`config.mk`:
```
export PLATFORM = sky130hd
export DESIGN_NAME = escape_sequence_key_decoder_core
export DESIGN_NICKNAME = d
export VERILOG_FILES = /design/src/rtl/esckd_pkg.sv /design/src/rtl/esckd_step.sv /design/src/rtl/escape_sequence_key_decoder_core.sv
export VERILOG_INCLUDE_DIRS = /design/src /design/src/rtl
export SDC_FILE = /design/constraint.sdc
export NUM_CORES = 1
export LEC_CHECK = 0
export BUFFER_PORTS_ARGS = -buffer_cell sky130_fd_sc_hd__buf_2
export CAP_MARGIN = 10
export CORE_MARGIN = 10
export CORE_UTILIZATION = 60
export DETAILED_ROUTE_END_ITERATION = 16
export GPL_ROUTABILITY_DRIVEN = 0
export MAX_ROUTING_LAYER = met4
export PLACE_DENSITY = 0.79
export SETUP_SLACK_MARGIN = 0.02
export SLEW_MARGIN = 25
export SYNTH_ARGS = -nofsm -noshare
export SYNTH_HDL_FRONTEND = slang
export SYNTH_SLANG_ARGS = --single-unit
```
`constraint.sdc`:
```
create_clock -name clock -period 14.2 [get_ports clock]
set_clock_uncertainty 0.2 [all_clocks]
set_input_delay 2.84 -clock clock [delete_from_list [all_inputs] [get_ports clock]]
set_output_delay 2.84 -clock clock [all_outputs]
set_load 0.01 [all_outputs]
```
`src/rtl/escape_sequence_key_decoder_core_defines.svh`:
```
// assertion macros used by the decoder core rtl
`ifndef ESCAPE_SEQUENCE_KEY_DECODER_CORE_DEFINES_SVH
`define ESCAPE_SEQUENCE_KEY_DECODER_CORE_DEFINES_SVH

// same-cycle implication, checked outside reset
`define ESCKD_ASSERT_NOW(label, ante, cons) \
   label: assert property (@(posedge clock) disable iff (reset) (ante) |-> (cons)) \
      else $error("esckd check failed");

// next-cycle implication, checked outside reset
`define ESCKD_ASSERT_NEXT(label, ante, cons) \
   label: assert property (@(posedge clock) disable iff (reset) (ante) |=> (cons)) \
      else $error("esckd check failed");

`endif

```
`src/rtl/esckd_pkg.sv`:
```
`timescale 1ns / 1ps

package esckd_pkg;

   // table geometry
   localparam int KEY_COUNT = 25;
   localparam int SEQ_DEPTH = 5;
   localparam int KEY_IDX_W = $clog2(KEY_COUNT);
   localparam int COUNT_W   = $clog2(SEQ_DEPTH + 1);

   localparam logic [7:0] ESC_BYTE = 8'h1B;

   // result kinds
   localparam logic [1:0] KIND_PENDING = 2'd0;
   localparam logic [1:0] KIND_PLAIN   = 2'd1;
   localparam logic [1:0] KIND_KEY     = 2'd2;

   typedef logic [7:0] byte_type;
   typedef byte_type key_seq_type [SEQ_DEPTH];

   // key sequences after the escape byte, in key index order
   localparam key_seq_type KEY_BYTES [KEY_COUNT] = '{
      '{"[", "2", "~", 8'h00, 8'h00},
      '{"[", "3", "~", 8'h00, 8'h00},
      '{"O", "H", 8'h00, 8'h00, 8'h00},
      '{"O", "F", 8'h00, 8'h00, 8'h00},
      '{"[", "5", "~", 8'h00, 8'h00},
      '{"[", "6", "~", 8'h00, 8'h00},
      '{"[", "D", 8'h00, 8'h00, 8'h00},
      '{"[", "C", 8'h00, 8'h00, 8'h00},
      '{"[", "A", 8'h00, 8'h00, 8'h00},
      '{"[", "B", 8'h00, 8'h00, 8'h00},
      '{"[", "1", ";", "5", "D"},
      '{"[", "1", ";", "5", "C"},
      '{"[", "1", ";", "5", "A"},
      '{"[", "1", ";", "5", "B"},
      '{"[", "1", ";", "2", "D"},
      '{"[", "1", ";", "2", "C"},
      '{"[", "1", ";", "2", "A"},
      '{"[", "1", ";", "2", "B"},
      '{"[", "1", ";", "3", "D"},
      '{"[", "1", ";", "3", "C"},
      '{"[", "1", ";", "3", "A"},
      '{"[", "1", ";", "3", "B"},
      '{"[", "Z", 8'h00, 8'h00, 8'h00},
      '{"p", 8'h00, 8'h00, 8'h00, 8'h00},
      '{"n", 8'h00, 8'h00, 8'h00, 8'h00}
   };

   localparam logic [COUNT_W-1:0] KEY_LEN [KEY_COUNT] = '{
      3'd3, 3'd3, 3'd2, 3'd2, 3'd3, 3'd3, 3'd2, 3'd2, 3'd2, 3'd2,
      3'd5, 3'd5, 3'd5, 3'd5, 3'd5, 3'd5, 3'd5, 3'd5, 3'd5, 3'd5,
      3'd5, 3'd5, 3'd2, 3'd1, 3'd1
   };

   // sequence tracking state: candidate mask holds keys still matching
   typedef struct packed {
      logic                 in_seq;
      logic [COUNT_W-1:0]   count;
      logic [KEY_COUNT-1:0] cand;
   } seq_state_type;

   typedef struct packed {
      logic [1:0] kind;
      byte_type   value;
   } result_type;

endpackage

```
`src/rtl/esckd_step.sv`:
```
`timescale 1ns / 1ps

module esckd_step import esckd_pkg::*; (
   input  byte_type      in_byte,
   input  seq_state_type state,
   output result_type    result,
   output seq_state_type state_in
);

   logic [KEY_COUNT-1:0] hit;
   logic [KEY_IDX_W-1:0] sel;
   logic [COUNT_W-1:0]   count_inc;
   logic                 room;

   assign room      = state.count < COUNT_W'(SEQ_DEPTH);
   assign count_inc = state.count + 1'b1;

   // compare the new byte against every candidate at the current position
   always_comb begin
      for (int k = 0; k < KEY_COUNT; k++) begin
         hit[k] = room && state.cand[k] && (KEY_LEN[k] > state.count)
                  && (KEY_BYTES[k][state.count] == in_byte);
      end
   end

   // lowest matching key wins
   always_comb begin
      sel = '0;
      for (int k = KEY_COUNT - 1; k >= 0; k--) begin
         if (hit[k]) begin
            sel = KEY_IDX_W'(k);
         end
      end
   end

   // result and next sequence state
   always_comb begin
      result   = '{kind: KIND_PLAIN, value: in_byte};
      state_in = '{in_seq: 1'b0, count: '0, cand: '0};
      if (!state.in_seq) begin
         if (in_byte == ESC_BYTE) begin
            result   = '{kind: KIND_PENDING, value: 8'h00};
            state_in = '{in_seq: 1'b1, count: '0, cand: '1};
         end
      end else if (|hit) begin
         if (KEY_LEN[sel] == count_inc) begin
            result = '{kind: KIND_KEY, value: 8'(sel)};
         end else begin
            result   = '{kind: KIND_PENDING, value: 8'h00};
            state_in = '{in_seq: 1'b1, count: count_inc, cand: hit};
         end
      end
   end

endmodule

```
`src/rtl/escape_sequence_key_decoder_core.sv`:
```
`timescale 1ns / 1ps

// channel   dir  tdata                 tuser
// req_      in   [7:0] in_byte         -
// rsp_      out  [7:0] result_value    [1:0] result_kind
//
// one request accepted per cycle while the response is not stalled, one response per request
// a request passes the input register, then the response register;
// the escape table compare is a single combinational pass between the
// input register and the response register
// reset clears the sequence state and both valid flags
// a stalled response holds the input stage; req_tready drops only then

`include "escape_sequence_key_decoder_core_defines.svh"

module escape_sequence_key_decoder_core import esckd_pkg::*; (
   input  logic       clock,
   input  logic       reset,
   input  logic       req_tvalid,
   output logic       req_tready,
   input  logic [7:0] req_tdata,   // [7:0] in_byte
   output logic       rsp_tvalid,
   input  logic       rsp_tready,
   output logic [7:0] rsp_tdata,   // [7:0] result_value
   output logic [1:0] rsp_tuser    // [1:0] result_kind
);

   logic          s1_valid_ff;
   byte_type      s1_byte_ff;
   logic          s1_adv;
   seq_state_type state_ff;
   seq_state_type state_in;
   result_type    step_rsp;
   logic          rsp_valid_ff;
   result_type    rsp_ff;

   assign s1_adv     = s1_valid_ff && (!rsp_valid_ff || rsp_tready);
   assign req_tready = !s1_valid_ff || s1_adv;

   esckd_step u_step (
      .in_byte  (s1_byte_ff),
      .state    (state_ff),
      .result   (step_rsp),
      .state_in (state_in)
   );

   // control: valid flags and sequence state
   always_ff @(posedge clock) begin
      if (reset) begin
         s1_valid_ff  <= 1'b0;
         rsp_valid_ff <= 1'b0;
         state_ff     <= '0;
      end else begin
         if (req_tready) begin
            s1_valid_ff <= req_tvalid;
         end
         if (s1_adv) begin
            rsp_valid_ff <= 1'b1;
            state_ff     <= state_in;
         end else if (rsp_tready) begin
            rsp_valid_ff <= 1'b0;
         end
      end
   end

   // payload registers
   always_ff @(posedge clock) begin
      if (req_tvalid && req_tready) begin
         s1_byte_ff <= req_tdata;
      end
      if (s1_adv) begin
         rsp_ff <= step_rsp;
      end
   end

   assign rsp_tvalid = rsp_valid_ff;
   assign rsp_tdata  = rsp_ff.value;
   assign rsp_tuser  = rsp_ff.kind;

   // outside a sequence the count stays cleared
   `ESCKD_ASSERT_NOW(a_idle_count, !state_ff.in_seq, state_ff.count == '0)
   // a recognised key always closes the sequence
   `ESCKD_ASSERT_NEXT(a_key_closes, s1_adv && step_rsp.kind == KIND_KEY, !state_ff.in_seq)
   // key responses carry a table index, pending ones carry zero
   `ESCKD_ASSERT_NOW(a_key_range, rsp_tvalid && rsp_tuser == KIND_KEY, rsp_tdata < KEY_COUNT)
   `ESCKD_ASSERT_NOW(a_pend_zero, rsp_tvalid && rsp_tuser == KIND_PENDING, rsp_tdata == 8'h00)
   // an empty response register never blocks a request
   `ESCKD_ASSERT_NOW(a_no_block, !rsp_valid_ff, req_tready)

endmodule

```
==> summary.md <==
| Metric | Value |
|---|---|
| Outcome | `complete, no violations` |
| Die Ht | `101 um` |
| Worst-Margin Slew | `1.03 ns` |
| # Post-CTS Setup Buffers | `0` |
| GRT overflow | `0` |
| Setup crit end kind | `output port` |
| Die area | `10200 sq um` |
| Core footprint | `6350 sq um` |
| Synthesis Warnings | `0` |
| Leakage power | `1.35 nW` |
| Synthesized cell area | `3930 sq um` |
| Power Dens Cells | `64.3 nW/um^2` |
| Crit-path max FO | `4` |
| Endpoints failing setup | `0` |
| Routed vias/inst | `7.01` |
| Share of flip-flops with an asynchronous set or reset | `0%` |
| I/O pin count | `24` |
| DR WL met3 | `1010 um` |
| RSZ-0062 raised after global routing | `no` |
| Rel. slew slack | `31.2%` |
| Initial antenna violation count | `0` |
| Max Slew Vio Count | `0` |
| Max cap viols | `0` |
| Layout area overhead | `4.59%` |
| Crit start category | `primary input` |
| DR vias | `3864` |
| Sequential fraction of the synthesis area | `29.6%` |
| CTS Root Cell | `clkbuf_8` |
| Crit share post-route | `45.2%` |
| Syn Nets | `493` |
| Hold Fails Final Rpt | `0` |
| Syn Inst Count | `473` |
| Htree depth | `2` |
| Antenna-violating nets left | `0` |
| Yosys reg bits | `49` |
| Setup WS post-layout | `7.79 ns` |
| Tmin final | `6.41 ns` |
| Worst-path clk slew | `0.08 ns` |
| Vias in the first global route | `3520` |
| Post-DP HPWL | `7870 um` |
| Crit Path Category | `primary input to output port` |
| DR pass1 iterations | `6` |
| Post-synth top flop | `dfxtp_1` |
| Initial Util | `61.9%` |
| CTS buffer count | `5` |
| Metal-1 WL | `4450 um` |
| CP dominant cell by count | `buf_2` |
| Slowest CP cell | `nor2b_1` |
| Worst Hold Class | `flop to flop` |
| Crit path DAT | `3.37 ns` |
| Post-CTS resize count | `0` |
| WHS Path Cells | `2` |
| First-pass GRT wire length | `17700 um` |
| Reg2reg setup slack | `8.19 ns` |
| Largest net degree at the start of global routing | `38` |
| Uppermost layer routed | `met4` |
| Post-route DRC violation count | `0` |
| Worst Path Required | `11.16 ns` |
| Buffers added on ports | `23` |
| Maximum clock frequency | `156 MHz` |
| Final #Nets | `493` |
| CTS tree | `yes` |
| Fin Hold WS | `0.267 ns` |
| Die X-Extent | `101 um` |
| # rows | `29` |
| Yosys cell types | `80` |
| DP Worst Slack | `7.79 ns` |
| Tot GR Track Use | `21.7%` |
| Hold Buf Count CTS | `0` |
| Num Clock Sinks | `49` |
| Setup TNS | `0 ns` |
| WL met2 | `4960 um` |
| Clk_lat worst skew | `0.32 ns` |
| Number of synthesized flops with an enable pin | `18` |
| WL/cell | `19.5 um` |
| Post-Route WL | `10700 um` |
| Drt first-iter violations | `320` |
| Mean post-synth cell area | `8.30 sq um` |
| Worst IR drop on VDD | `0.0596 mV` |
| Crit-path cells | `buf_2 -> nor2b_1 -> nand2_1 -> buf_2` |
| CP peak stage delay | `0.20 ns` |
| Bufs on Longest Clock Path | `2` |
| Ant diodes | `0` |
| Share of layout cells above drive strength 1 | `14.8%` |
| Reg2Reg Depth | `15` |
final timing paths:
| check | startpoint | endpoint |
|---|---|---|
| setup / recovery | rsp_tready | req_tready |
| hold / removal | state_ff[14] | state_ff[14] |
| setup reg to reg | state_ff[26] | state_ff[11] |
| hold reg to reg | state_ff[14] | state_ff[14] |
final cells by class:
type | count | area (sq um)
clock buffer | 7 | 76.3
fill | 574 | 2240
tap | 77 | 96.3
sequential | 49 | 1160
multi-input combinational | 380 | 2560
timing repair buffer | 28 | 173
clock inverter | 1 | 3.75
inverter | 9 | 33.8
metal layers:
| layer | up-vias | track usage [%] |
|---|---|---|
| met1 | 1822 | 26.7 |
| met5 | - | - |
| met2 | 206 | 33.6 |
| met3 | 32 | 4.25 |
| li1 | 1804 | - |
| met4 | 0 | 9.65 |
worst max-delay path: cells and delay by family:
| kind | cells | cell delay (ns) |
|---|---|---|
| and+or+nand+nor | 2 | 0.29 |
| buffers and inverters | 2 | 0.23 |
where the power goes:
group	internal [W]	leakage, nW	switching [W]
logic	0.0000103	0.889	0.0000168
clock network	0.0000344	0.0399	0.0000465
registers	0.000149	0.420	0.00000728
total	0.000194	1.35	0.0000706
state kept, by name (all words and copies together) (netlist names):
signal       cells
state_ff        29
rsp_tdata        8
s1_byte_ff       8
rsp_tuser        2
rsp_tvalid       1
s1_valid_ff      1
metrics by stage:
step	utilization [%]	cell area [sq um]	std cells	total power, W
after detailed placement	63.4	4030	543	0.000186
after floorplan	-	3930	473	0.000176
final	64.7	4110	551	0.000264
after global placement	63.0	4000	542	0.000185
after global routing	64.7	4110	551	0.000274
after CTS	64.7	4110	551	0.000265
Yosys cell counts, types with 5 or more instances:
master	count	area share, %
nand2_1	38	3.6
a21oi_1	34	4.3
nor2_1	33	3.2
dfxtp_1	31	16
clkbuf_1	22	2.1
nand3_1	21	2.7
o21ai_2	21	4.7
edfxtp_1	18	14
xnor2_1	17	3.8
nor3_1	14	1.8
nand2b_1	12	1.9
nor2b_1	10	1.6
o21ai_0	10	1.3
inv_1	9	0.86
ha_1	8	2.5
o211ai_1	8	1.5
o31ai_1	8	1.5
a31oi_1	7	1.1
nand3b_1	7	1.3
nand4_1	7	1.1
a211oi_1	6	1.1
and3_1	6	0.96
nor4_1	6	0.96
o21a_1	6	1.1
and2_1	5	0.80
and4_1	5	1.1
buf_2	5	0.64
logic make-up (layout without fill, tap and decap cells):
logic type / after synthesis / after routing / share of synthesized area, %
and+or+nand+nor: 198 / 198 / 28.4
muxes: 2 / 2 / 0.510
xor gates and xnor gates: 21 / 21 / 4.68
AOI/OAI and AO/OA: 151 / 151 / 29.1
DFF: 49 / 49 / 29.6
buffers and inverters: 44 / 45 / 5.22
adders and majority gates: 8 / 8 / 2.55
cell usage in the layout (no fill, tap or decap), types with 8 or more instances in the layout:
cell type / synthesis / final
nand2b_1: 12 / 12
inv_1: 9 / 9
a21oi_1: 34 / 34
xnor2_1: 17 / 17
nor2_1: 33 / 32
o21ai_2: 21 / 21
nor2b_1: 10 / 10
nand3_1: 21 / 21
nand2_1: 38 / 38
buf_2: 5 / 23
dfxtp_1: 31 / 31
o21ai_0: 10 / 10
ha_1: 8 / 8
nor3_1: 14 / 14
o31ai_1: 8 / 8
o211ai_1: 8 / 8
edfxtp_1: 18 / 18
Power figures use the tool's default switching activity.
